$ cat src/rtl/core/pidtpd_pkg.sv
// Shared types and constants for the PID temperature / PWM duty block.
// No dependencies; used by pidtpd_seq, pid_temperature_pwm_duty and the bench.
`timescale 1ns / 1ps

package pidtpd_pkg;

   // Fixed field widths
   localparam int GAIN_W  = 16;   // gains, temp scale, period
   localparam int SET_W   = 16;   // setpoint, signed Q8.8
   localparam int TEMP_W  = 18;   // saturated temperature
   localparam int ERR_W   = 19;   // setpoint - temperature
   localparam int DT_W    = 19;   // temperature - previous
   localparam int INT_W   = 21;   // integral state and its limits
   localparam int SUM_W   = 22;   // integral + error before clamp
   localparam int ACC_W   = 40;   // controller accumulator
   localparam int OUT_W   = 16;   // drive / duty words
   localparam int CSR_IDX_W = 3;
   localparam int CSR_DAT_W = 21;

   localparam int TEMP_MAX = 131071;
   localparam int TEMP_MIN = -131072;
   localparam int DRIVE_SAT = 32767;

   // Register indexes
   localparam logic [CSR_IDX_W-1:0] CSR_SETPOINT     = 3'd0;
   localparam logic [CSR_IDX_W-1:0] CSR_P_GAIN       = 3'd1;
   localparam logic [CSR_IDX_W-1:0] CSR_I_GAIN       = 3'd2;
   localparam logic [CSR_IDX_W-1:0] CSR_D_GAIN       = 3'd3;
   localparam logic [CSR_IDX_W-1:0] CSR_INTEGRAL_MAX = 3'd4;
   localparam logic [CSR_IDX_W-1:0] CSR_INTEGRAL_MIN = 3'd5;
   localparam logic [CSR_IDX_W-1:0] CSR_TEMP_SCALE   = 3'd6;
   localparam logic [CSR_IDX_W-1:0] CSR_DUTY_PERIOD  = 3'd7;

   // Operand pair fed to the shared multiplier
   typedef enum logic [1:0] {
      MUL_SCALE = 2'd0,   // counts * temp_scale
      MUL_P     = 2'd1,   // p_gain * error
      MUL_I     = 2'd2,   // i_gain * integral
      MUL_D     = 2'd3    // d_gain * delta temperature
   } mul_sel_type;

   // Step strobes from the sequencer to the datapath
   typedef struct packed {
      logic        accept;
      mul_sel_type mul_sel;
      logic        step_temp;
      logic        acc_load;
      logic        acc_add;
      logic        acc_sub;
      logic        step_trunc;
      logic        step_out;
   } ctrl_type;

endpackage

$ cat src/rtl/core/pidtpd_mul.sv
// Shared multiplier: unsigned gain times signed operand, product registered.
// Depends on nothing but its parameters.
`timescale 1ns / 1ps

module pidtpd_mul #(
   parameter int A_W = 16,
   parameter int B_W = 21
) (
   input  logic                   clock,
   input  logic [A_W-1:0]         mul_a,
   input  logic signed [B_W-1:0]  mul_b,
   output logic signed [A_W+B_W:0] mul_prod
);

   logic signed [A_W+B_W:0] prod_ff;
   logic signed [A_W+B_W:0] prod_in;

   // gain is unsigned: zero-extend by one bit before the signed multiply
   assign prod_in = $signed({1'b0, mul_a}) * mul_b;

   always_ff @(posedge clock) begin
      prod_ff <= prod_in;
   end

   assign mul_prod = prod_ff;

endmodule

$ cat src/rtl/core/pidtpd_seq.sv
// Step sequencer for the PID block: one-hot FSM walking the shared multiplier.
// Depends on pidtpd_pkg (ctrl_type, mul_sel_type).
`timescale 1ns / 1ps

module pidtpd_seq (
   input  logic                 clock,
   input  logic                 reset,
   input  logic                 req_valid,
   input  logic                 out_free,
   output logic                 req_ready,
   output pidtpd_pkg::ctrl_type ctrl
);

   typedef enum logic [8:0] {
      ST_IDLE  = 9'b000000001,
      ST_SCALE = 9'b000000010,
      ST_TEMP  = 9'b000000100,
      ST_PMUL  = 9'b000001000,
      ST_IMUL  = 9'b000010000,
      ST_DMUL  = 9'b000100000,
      ST_DACC  = 9'b001000000,
      ST_TRUNC = 9'b010000000,
      ST_DONE  = 9'b100000000
   } state_type;

   state_type state_ff, state_in;

   always_comb begin
      state_in = state_ff;
      ctrl     = '0;
      ctrl.mul_sel = pidtpd_pkg::MUL_SCALE;
      unique case (state_ff)
         ST_IDLE: begin
            ctrl.accept = req_valid;
            if (req_valid) begin
               state_in = ST_SCALE;
            end
         end
         ST_SCALE: begin
            ctrl.mul_sel = pidtpd_pkg::MUL_SCALE;
            state_in     = ST_TEMP;
         end
         ST_TEMP: begin
            ctrl.step_temp = 1'b1;
            state_in       = ST_PMUL;
         end
         ST_PMUL: begin
            ctrl.mul_sel = pidtpd_pkg::MUL_P;
            state_in     = ST_IMUL;
         end
         ST_IMUL: begin
            ctrl.acc_load = 1'b1;
            ctrl.mul_sel  = pidtpd_pkg::MUL_I;
            state_in      = ST_DMUL;
         end
         ST_DMUL: begin
            ctrl.acc_add = 1'b1;
            ctrl.mul_sel = pidtpd_pkg::MUL_D;
            state_in     = ST_DACC;
         end
         ST_DACC: begin
            ctrl.acc_sub = 1'b1;
            state_in     = ST_TRUNC;
         end
         ST_TRUNC: begin
            ctrl.step_trunc = 1'b1;
            state_in        = ST_DONE;
         end
         ST_DONE: begin
            // hold until the output register can take the word
            if (out_free) begin
               ctrl.step_out = 1'b1;
               state_in      = ST_IDLE;
            end
         end
         default: begin
            state_in = ST_IDLE;
         end
      endcase
   end

   assign req_ready = (state_ff == ST_IDLE);

   always_ff @(posedge clock) begin
      if (reset) begin
         state_ff <= ST_IDLE;
      end else begin
         state_ff <= state_in;
      end
   end

endmodule

$ cat src/rtl/core/pid_temperature_pwm_duty.sv
// PID temperature controller with inverted PWM duty output (top level).
// A req word is accepted only while the sequencer is idle, and the next one only once
// it is through: four products pass one at a time through the shared multiplier.
// The output register frees the req side: a new word is taken while a result waits.
// Reset (synchronous, active high): registers to defaults, integral and previous
// temperature to zero, sequencer idle, no result pending.
// Depends on pidtpd_pkg, pidtpd_mul, pidtpd_seq.
`timescale 1ns / 1ps

module pid_temperature_pwm_duty #(
   parameter int FRAC_BITS    = 8,
   parameter int SENSOR_WIDTH = 16
) (
   input  logic                                   clock,
   input  logic                                   reset,
   // sensor words
   input  logic                                   req_valid,
   output logic                                   req_ready,
   input  logic signed [SENSOR_WIDTH-1:0]         req_sensor_word,
   // duty words
   output logic                                   rsp_valid,
   input  logic                                   rsp_ready,
   output logic [pidtpd_pkg::OUT_W-1:0]           rsp_duty_count,
   output logic [pidtpd_pkg::OUT_W-1:0]           rsp_drive_level,
   output logic                                   rsp_drive_clamped,
   // register writes
   input  logic                                   csr_valid,
   output logic                                   csr_ready,
   input  logic [pidtpd_pkg::CSR_IDX_W-1:0]       csr_index,
   input  logic [pidtpd_pkg::CSR_DAT_W-1:0]       csr_data
);

   localparam int GAIN_W = pidtpd_pkg::GAIN_W;
   localparam int SET_W  = pidtpd_pkg::SET_W;
   localparam int TEMP_W = pidtpd_pkg::TEMP_W;
   localparam int ERR_W  = pidtpd_pkg::ERR_W;
   localparam int DT_W   = pidtpd_pkg::DT_W;
   localparam int INT_W  = pidtpd_pkg::INT_W;
   localparam int SUM_W  = pidtpd_pkg::SUM_W;
   localparam int ACC_W  = pidtpd_pkg::ACC_W;
   localparam int OUT_W  = pidtpd_pkg::OUT_W;

   // sensor counts after the >>4, and multiplier operand / product widths
   localparam int CNT_W = SENSOR_WIDTH - 4;
   localparam int B_W   = (CNT_W > INT_W) ? CNT_W : INT_W;
   localparam int P_W   = GAIN_W + B_W + 1;
   localparam int TSHIFT = 16 - FRAC_BITS;
   localparam int WH_W  = ACC_W - FRAC_BITS;

   localparam logic signed [P_W-1:0] TMAX_P = P_W'(pidtpd_pkg::TEMP_MAX);
   localparam logic signed [P_W-1:0] TMIN_P = P_W'(pidtpd_pkg::TEMP_MIN);
   localparam logic signed [ACC_W-1:0] RND_BIAS = ACC_W'((2 ** FRAC_BITS) - 1);
   localparam logic [OUT_W-1:0] SAT_HI = OUT_W'(pidtpd_pkg::DRIVE_SAT);

   // ------------------------------------------------------------------
   // Configuration registers; writes always accepted
   // ------------------------------------------------------------------
   logic signed [SET_W-1:0]  setpoint_ff;
   logic [GAIN_W-1:0]        p_gain_ff, i_gain_ff, d_gain_ff, temp_scale_ff, period_ff;
   logic signed [INT_W-1:0]  int_max_ff, int_min_ff;

   assign csr_ready = 1'b1;

   always_ff @(posedge clock) begin
      if (reset) begin
         setpoint_ff   <= SET_W'(10240);
         p_gain_ff     <= GAIN_W'(100);
         i_gain_ff     <= GAIN_W'(2);
         d_gain_ff     <= GAIN_W'(10);
         int_max_ff    <= INT_W'(255744);
         int_min_ff    <= '0;
         temp_scale_ff <= GAIN_W'(4116);
         period_ff     <= GAIN_W'(1000);
      end else if (csr_valid) begin
         unique case (csr_index)
            pidtpd_pkg::CSR_SETPOINT:     setpoint_ff   <= csr_data[SET_W-1:0];
            pidtpd_pkg::CSR_P_GAIN:       p_gain_ff     <= csr_data[GAIN_W-1:0];
            pidtpd_pkg::CSR_I_GAIN:       i_gain_ff     <= csr_data[GAIN_W-1:0];
            pidtpd_pkg::CSR_D_GAIN:       d_gain_ff     <= csr_data[GAIN_W-1:0];
            pidtpd_pkg::CSR_INTEGRAL_MAX: int_max_ff    <= csr_data[INT_W-1:0];
            pidtpd_pkg::CSR_INTEGRAL_MIN: int_min_ff    <= csr_data[INT_W-1:0];
            pidtpd_pkg::CSR_TEMP_SCALE:   temp_scale_ff <= csr_data[GAIN_W-1:0];
            pidtpd_pkg::CSR_DUTY_PERIOD:  period_ff     <= csr_data[GAIN_W-1:0];
            default: ;
         endcase
      end
   end

   // ------------------------------------------------------------------
   // Sequencer
   // ------------------------------------------------------------------
   pidtpd_pkg::ctrl_type ctrl;
   logic                 out_free;
   logic                 rsp_valid_ff;

   // output register empty or being drained this cycle
   assign out_free = !rsp_valid_ff || rsp_ready;

   pidtpd_seq u_seq (
      .clock     (clock),
      .reset     (reset),
      .req_valid (req_valid),
      .out_free  (out_free),
      .req_ready (req_ready),
      .ctrl      (ctrl)
   );

   // ------------------------------------------------------------------
   // Shared multiplier with operand select
   // ------------------------------------------------------------------
   logic signed [CNT_W-1:0]  counts_ff;
   logic signed [ERR_W-1:0]  err_ff;
   logic signed [DT_W-1:0]   dt_ff;
   logic signed [INT_W-1:0]  integral_ff;
   logic [GAIN_W-1:0]        mul_a;
   logic signed [B_W-1:0]    mul_b;
   logic signed [P_W-1:0]    mul_prod;

   always_comb begin
      unique case (ctrl.mul_sel)
         pidtpd_pkg::MUL_SCALE: begin
            mul_a = temp_scale_ff;
            mul_b = B_W'(counts_ff);
         end
         pidtpd_pkg::MUL_P: begin
            mul_a = p_gain_ff;
            mul_b = B_W'(err_ff);
         end
         pidtpd_pkg::MUL_I: begin
            mul_a = i_gain_ff;
            mul_b = B_W'(integral_ff);
         end
         pidtpd_pkg::MUL_D: begin
            mul_a = d_gain_ff;
            mul_b = B_W'(dt_ff);
         end
         default: begin
            mul_a = '0;
            mul_b = '0;
         end
      endcase
   end

   pidtpd_mul #(
      .A_W (GAIN_W),
      .B_W (B_W)
   ) u_mul (
      .clock    (clock),
      .mul_a    (mul_a),
      .mul_b    (mul_b),
      .mul_prod (mul_prod)
   );

   // ------------------------------------------------------------------
   // Temperature, error, integral, delta (one step after the scale product)
   // ------------------------------------------------------------------
   logic signed [P_W-1:0]    temp_wide;
   logic signed [TEMP_W-1:0] temp;
   logic signed [TEMP_W-1:0] prev_ff;
   logic signed [ERR_W-1:0]  err_in;
   logic signed [DT_W-1:0]   dt_in;
   logic signed [SUM_W-1:0]  isum;
   logic signed [INT_W-1:0]  integral_in;

   always_comb begin
      // floor shift to Q.FRAC_BITS, then saturate to the temperature range
      temp_wide = mul_prod >>> TSHIFT;
      if (temp_wide > TMAX_P) begin
         temp = TEMP_W'(TMAX_P);
      end else if (temp_wide < TMIN_P) begin
         temp = TEMP_W'(TMIN_P);
      end else begin
         temp = temp_wide[TEMP_W-1:0];
      end

      err_in = ERR_W'(setpoint_ff) - ERR_W'(temp);
      dt_in  = DT_W'(temp) - DT_W'(prev_ff);
      isum   = SUM_W'(integral_ff) + SUM_W'(err_in);

      // max test first: it wins when the limits cross
      if (isum > SUM_W'(int_max_ff)) begin
         integral_in = int_max_ff;
      end else if (isum < SUM_W'(int_min_ff)) begin
         integral_in = int_min_ff;
      end else begin
         integral_in = isum[INT_W-1:0];
      end
   end

   always_ff @(posedge clock) begin
      if (reset) begin
         integral_ff <= '0;
         prev_ff     <= '0;
      end else if (ctrl.step_temp) begin
         integral_ff <= integral_in;
         prev_ff     <= temp;
      end
   end

   always_ff @(posedge clock) begin
      if (ctrl.accept) begin
         counts_ff <= CNT_W'(req_sensor_word >>> 4);
      end
      if (ctrl.step_temp) begin
         err_ff <= err_in;
         dt_ff  <= dt_in;
      end
   end

   // ------------------------------------------------------------------
   // Accumulator: P + I - D, then truncate toward zero
   // ------------------------------------------------------------------
   logic signed [ACC_W-1:0] acc_ff, acc_in;
   logic signed [ACC_W-1:0] prod_acc;
   logic signed [ACC_W-1:0] acc_biased;
   logic signed [WH_W-1:0]  whole_ff;

   assign prod_acc = ACC_W'(mul_prod);

   always_comb begin
      priority if (ctrl.acc_load) begin
         acc_in = prod_acc;
      end else if (ctrl.acc_add) begin
         acc_in = acc_ff + prod_acc;
      end else if (ctrl.acc_sub) begin
         acc_in = acc_ff - prod_acc;
      end else begin
         acc_in = acc_ff;
      end
   end

   // negative values get 2^F-1 added so the arithmetic shift rounds toward zero
   assign acc_biased = acc_ff + (acc_ff[ACC_W-1] ? RND_BIAS : '0);

   always_ff @(posedge clock) begin
      acc_ff <= acc_in;
      if (ctrl.step_trunc) begin
         whole_ff <= WH_W'(acc_biased >>> FRAC_BITS);
      end
   end

   // ------------------------------------------------------------------
   // Clamp to 0..min(32767, period), invert, output register
   // ------------------------------------------------------------------
   logic [OUT_W-1:0] drive_cap;
   logic [OUT_W-1:0] drive;
   logic             clamped;
   logic [OUT_W-1:0] duty_ff, drive_ff;
   logic             clamped_ff;

   always_comb begin
      drive_cap = (period_ff > SAT_HI) ? SAT_HI : period_ff;
      if (whole_ff[WH_W-1]) begin
         drive   = '0;
         clamped = 1'b1;
      end else if (whole_ff > $signed(WH_W'(drive_cap))) begin
         drive   = drive_cap;
         clamped = 1'b1;
      end else begin
         drive   = whole_ff[OUT_W-1:0];
         clamped = 1'b0;
      end
   end

   always_ff @(posedge clock) begin
      if (ctrl.step_out) begin
         duty_ff    <= period_ff - drive;
         drive_ff   <= drive;
         clamped_ff <= clamped;
      end
   end

   always_ff @(posedge clock) begin
      if (reset) begin
         rsp_valid_ff <= 1'b0;
      end else if (ctrl.step_out) begin
         rsp_valid_ff <= 1'b1;
      end else if (rsp_ready) begin
         rsp_valid_ff <= 1'b0;
      end
   end

   assign rsp_valid         = rsp_valid_ff;
   assign rsp_duty_count    = duty_ff;
   assign rsp_drive_level   = drive_ff;
   assign rsp_drive_clamped = clamped_ff;

endmodule

$ cat config.mk
export PLATFORM = sky130hd
export DESIGN_NAME = pid_temperature_pwm_duty
export DESIGN_NICKNAME = d
export VERILOG_FILES = /design/src/rtl/core/pidtpd_pkg.sv /design/src/rtl/core/pidtpd_mul.sv /design/src/rtl/core/pidtpd_seq.sv /design/src/rtl/core/pid_temperature_pwm_duty.sv
export SDC_FILE = /design/constraint.sdc
export NUM_CORES = 2
export LEC_CHECK = 0
export BUFFER_PORTS_ARGS = -buffer_cell sky130_fd_sc_hd__buf_2
export CAP_MARGIN = 20
export CORE_UTILIZATION = 37
export CTS_CLUSTER_DIAMETER = 30
export DETAILED_ROUTE_END_ITERATION = 8
export HOLD_SLACK_MARGIN = 0.05
export PLACE_DENSITY = 0.56
export SYNTH_ARGS = -nofsm -noshare
export SYNTH_HDL_FRONTEND = slang
export SYNTH_HIERARCHICAL = 1
export SYNTH_SLANG_ARGS = --single-unit
$ cat constraint.sdc
create_clock -name clock -period 9.3 [get_ports clock]
set_input_delay 1.86 -clock clock [delete_from_list [all_inputs] [get_ports clock]]
set_output_delay 1.86 -clock clock [all_outputs]
set_load 0.01 [all_outputs]
## Word-level counts from Yosys, hierarchy flattened

Index checks and enable logic that the tools add are counted.

- Register bits after elaboration: 380
- Output and inout bits: 36
- Input bits: 45
- Word-level logic and storage cells: 99

- Multiply operators: 1
- Eq/ne operators: 21
- Muxes and demuxes: 28
- Add/sub/neg operators: 7
- Order comparisons: 6
- Reductions and logical operators: 15

Operator list:

| cell | count |
|---|---|
| 2-to-1 mux 40 bit | 3 |
| case mux 21 bit (4 select lines) | 1 |
| case mux 9 bit (9 select lines) | 1 |
| case mux 16 bit (4 select lines) | 1 |
| 2-to-1 mux 16 bit | 3 |
| 2-to-1 mux 21 bit | 2 |
| adder 40 x 38 -> 40 bit | 1 |
| adder 40 x 8 -> 40 bit | 1 |
| subtractor 40 x 38 -> 40 bit | 1 |
| multiplier 17 x 21 -> 38 bit | 1 |
| 2-to-1 mux 18 bit | 2 |
| greater-than comparator 32 x 17 -> 1 bit | 1 |
| greater-than comparator 30 x 18 -> 1 bit (second input constant) | 1 |
| less-than comparator 30 x 18 -> 1 bit (second input constant) | 1 |
| adder 21 x 19 -> 22 bit | 1 |
| greater-than comparator 22 x 21 -> 1 bit | 1 |
| less-than comparator 22 x 21 -> 1 bit | 1 |
| subtractor 16 x 18 -> 19 bit | 1 |
| subtractor 18 x 18 -> 19 bit | 1 |
| 2-to-1 mux 9 bit | 2 |
| AND reduction 2 bit | 9 |
| greater-than comparator 16 x 15 -> 1 bit (second input constant) | 1 |
| subtractor 16 bit | 1 |
| == test 3 bit (second input constant) | 4 |
| 23 further kinds | 36 |

## Depth between registers and ports, before layout

- Depth after elaboration: 8
- Depth in mapped cells: 40
- Depth with buffers taken out: 37

## By module

Netlist, hierarchy kept.

Modules (own cells, without submodules):

| module | instances | cells each | area each (um^2) | seq. area each (um^2) |
|---|---|---|---|---|
| pid_temperature_pwm_duty | 1 | 2397 | 21229.1 | 8217.9 |
| pidtpd_mul | 1 | 1528 | 13678.1 | 760.7 |
| pidtpd_seq | 1 | 64 | 548.0 | 180.2 |

## Worst setup path before layout

OpenSTA, ideal clock, no wires.

- Path kind: register to register
- From: register u_seq.state_ff[1]
- To: register u_mul.prod_ff[34] (netlist: u_mul/mul_prod[34])
- Cell stages (with the launch flop): 26
- Setup slack: 0.968 ns
- Setup time: 0.091 ns
- Path buffers: 3
- Required time: 9.209 ns
- Arrival time: 8.241 ns
- Clock period less this slack: 8.332 ns
- Path through: dfxtp_1 > nor3_1 > nand2_1 > nor4_1 > buf_1 > clkbuf_1 > a21oi_1 > o21ai_0 > clkbuf_1 > nand2_1 > fa_1 > inv_1 > fa_1 > fa_1 > fa_1 > fa_1 > inv_1 > fa_1 > inv_1 > ha_1 > a21oi_1 > a21boi_1 > o21a_1 > o21a_1 > a211o_1 > a311oi_1

RTL lines:

| what | line | text |
|---|---|---|
| from (decl) | pidtpd_seq.sv:26 | `state_type state_ff, state_in;` |
| from (signal assigned) | pidtpd_seq.sv:88 | `state_ff <= state_in;` |
| to (signal assigned) | pidtpd_mul.sv:22 | `prod_ff <= prod_in;` |
| to (decl) | pidtpd_mul.sv:15 | `logic signed [A_W+B_W:0] prod_ff;` |

==> metrics.md <==
| Metric | Value |
|---|---|
| Row count | `about 110` |
| Reg power frac | `0.198` |
| Final HPWL DP | `75.22 mm` |
| Slew Limit Fails | `0` |
| GRT overflow | `0` |
| CP required | `9760 ps` |
| Final Wtd Congestion | `0.8960` |
| Sink Count | `380` |
| Max FO, Critical Path | `32` |
| CTS H-tree depth | `3` |
| Syn. warnings | `6` |
| Setup WS post-layout | `578.5 ps` |
| # port buffers | `75` |
| Max Fclk | `0.1147 GHz` |
| Clock power frac | `0.269` |
| Hold Violations, Final | `0` |
| Status | `completed` |
| DR DRC count | `0` |
| CTS Root Cell | `clkbuf_16` |
| Largest net degree at the start of global routing | `80` |
| Most common cell after layout, fill and taps aside | `nand2_1` |
| Hold/Removal Path Class | `reg2reg` |
| CTS tree | `yes` |
| RSZ-0062 raised after global routing | `no` |
| Combinational share of power | `0.533` |
| Pwr/cell area | `~280 mW/mm^2` |
| Fillers | `between 9000 and 10000` |
| Pre-Repair DR Iteration Count | `7` |
| DP Worst Slack | `about 510 ps` |
| Worst relative slew slack | `0.2670` |
| Crit share post-route | `0.9378` |
| Num CTS Buffers | `84` |
| Total GRT Usage | `0.2012` |
| Vias in the first global route | `27280` |
| EDFF count, synth | `155` |
| Synth Cell Area | `about 0.035 sq mm` |
| Clk_skew | `28.44 ps` |
| Commonest register cell after synthesis | `dfxtp_1` |
| Initial antenna violation count | `3` |
| Chip width | `311.6 um` |
| Commonest non-fill, non-tap cells in the layout | `595 x nand2_1, 576 x inv_1, 340 x fa_1` |
| Mapped Cells | `3989` |
| Clock Latency Late Sink | `630 ps` |
| Hold slack | `447.3 ps` |
| IO Count | `81` |
| Ant. Diodes | `0` |
| Initial Util | `0.3732` |
| Sequential share of the synthesized area | `0.2583` |
| Seq cells post-synth | `380` |
| Die area | `just under 0.1 sq mm` |
| Vias per inst | `approximately 5.1` |
| Post-synthesis cell type count | `96` |
| Layout cells sized above 1 | `0.09291` |
| Synthesized area per cell | `8.888 sq um` |
| TNS Setup | `0 ps` |
| Tmin final | `8722 ps` |
| CORE AREA | `0.09501 sq mm` |
| Switching Share | `0.4334` |
| Total Power | `0.01114 W` |
| First-pass GRT wire length | `153.1 mm` |
| CTS clk-pin slew, worst paths | `50 ps` |
| Max clock buf depth | `3` |
| Starting DRT DRC Count | `about 2000` |
| Die H | `~310 um` |
| Leakage power | `between 15 and 20 nW` |
| Critical path endpoint category | `register` |
| Psw | `0.004828 W` |
| Arr. time, crit path | `9180 ps` |
| Peak supply drop | `0.1716 mV` |
| WL/cell | `18.10 um` |
| Worst-margin pin slew | `1089 ps` |
| Ys async rst share | `0` |
| Setup CP Type | `reg2reg` |
| Max-Cap Viols | `0` |
| Internal power | `0.006311 W` |
| Final net count | `4684` |
| Vias post-DR | `27460` |
| Post-CTS Setup Inserts | `0` |
| Antenna-violating nets left | `0` |
| Area added between synthesis and finish | `12.99%` |
| Reg-to-reg slack, setup | `580 ps` |
| Final setup fails | `0` |
| Final WL | `96.93 mm` |
| Critical path startpoint category | `register` |
[power groups by stage]
| stage | Clock [W] | Combinational (W) | Sequential (W) |
|---|---|---|---|
| 6_report | 0.00299 | 0.00594 | 0.00221 |
| 2_1_floorplan | 0 | 0.00438 | 0.00211 |
| 3_3_place_gp | 0 | 0.00580 | 0.00222 |
| 3_5_place_dp | 0 | 0.00585 | 0.00223 |
| 4_1_cts | 0.00304 | 0.00590 | 0.00219 |
| 5_1_grt | 0.00313 | 0.00662 | 0.00221 |
[stage by stage]
step | area (sq um) | utilization | cells
after floorplan | 35460 | - | 3990
after global placement | 37150 | 0.3910 | 5200
after detailed placement | 37150 | 0.3910 | 5200
after CTS | 40030 | 0.4214 | 5354
after global routing | 40060 | 0.4216 | 5355
final | 40060 | 0.4216 | 5355
[final timing paths]
kind | start | end | cells after the start
min | p_gain_ff[4]$_SDFFE_PP0P_ | p_gain_ff[4]$_SDFFE_PP0P_ | 2
max | u_seq/state_ff[1]$_SDFFE_PP0P_ | u_mul/mul_prod[34]$_DFF_P_ | 24
min reg2reg | p_gain_ff[4]$_SDFFE_PP0P_ | p_gain_ff[4]$_SDFFE_PP0P_ | 2
max reg2reg | u_seq/state_ff[1]$_SDFFE_PP0P_ | u_mul/mul_prod[34]$_DFF_P_ | 24
[layout make-up]
class | instances | area [sq um] | area share
multi-input combinational | 2862 | 23560 | 0.5880
inverter | 577 | 2166 | 0.05406
tap | 1265 | 1583 | 0.03951
clock inverter | 49 | 544.3 | 0.01359
clock buffer | 105 | 2336 | 0.05831
timing repair buffer | 117 | 718.2 | 0.01793
sequential | 380 | 9159 | 0.2286
[worst max-delay path, cell delays in order, from the launching register on]
cell and delay [ps]:
dfxtp_1 390, nor3_1 260, nand2_1 240, or2_2 420, o21ai_4 80, buf_4 480
mux4_2 800, and2_1 280, inv_1 80, fa_1 600, inv_1 160, fa_1 580
fa_1 440, fa_1 530, fa_1 550, inv_1 60, fa_1 560, inv_1 50
ha_1 410, a21oi_1 280, a21boi_1 100, o21a_1 200, o21a_1 190, a211o_1 290
a311oi_1 490
[per-layer routing]
layer	GRT usage	wire length, um	part of all wire
met1	0.2735	43280	0.45
met2	0.3215	44620	0.46
met3	0.03667	5956	0.061
met4	0.06751	3076	0.032
met5	0	0	0
[cell usage after synthesis, types with 8 or more instances]
library cell | count | area, sq um
nand2_1 | 595 | 2233
inv_1 | 576 | 2162
fa_1 | 340 | 6807
a21oi_1 | 316 | 1582
ha_1 | 277 | 3466
dfxtp_1 | 225 | 4504
nor2_1 | 200 | 750.7
and2_1 | 162 | 1013
edfxtp_1 | 155 | 4654
clkbuf_1 | 141 | 529.3
xnor2_1 | 112 | 980.9
o21ai_0 | 105 | 525.5
xor2_1 | 76 | 665.6
a21o_1 | 67 | 503.0
nand3_1 | 64 | 320.3
nor3_1 | 41 | 205.2
a211oi_1 | 36 | 270.3
mux4_2 | 34 | 765.7
nand4_1 | 33 | 206.5
or2_2 | 31 | 193.9
o21bai_1 | 26 | 195.2
a31oi_1 | 24 | 150.1
mux2i_1 | 24 | 240.2
and3_1 | 23 | 143.9
nand2b_1 | 23 | 143.9
o21a_1 | 23 | 172.7
nor2b_1 | 22 | 137.6
o211ai_1 | 18 | 135.1
clkbuf_2 | 16 | 80.08
nor4_1 | 13 | 81.33
o31ai_1 | 11 | 82.58
or3_1 | 10 | 62.56
a21boi_0 | 9 | 67.56
buf_1 | 8 | 30.03
o21ai_1 | 8 | 40.04
[logic make-up after synthesis]
| family | Yosys count | share of synthesized area |
|---|---|---|
| other | 1 | 0.0001058 |
| AND/OR/NAND/NOR | 1260 | 0.1662 |
| flip-flops | 380 | 0.2583 |
| buffers and inverters | 748 | 0.08021 |
| XOR/XNOR | 188 | 0.04644 |
| multiplexers | 62 | 0.02964 |
| AO/OA/AOI/OAI | 733 | 0.1294 |
| adder cells (fa/ha/maj) | 617 | 0.2897 |
[what timing repair did]
action                                  4_1_cts  5_1_grt
endpoints found under the setup margin        0       22
hold buffers                                  0        0
gates resized for setup                       0        5
[registers in the layout (all words and copies together) (netlist names), 18 cells and up]
register	count
acc_ff	40
u_mul/mul_prod	38
whole_ff	32
int_max_ff	21
int_min_ff	21
integral_ff	21
dt_ff	19
err_ff	19
prev_ff	18
Power figures use the tool's default switching activity.
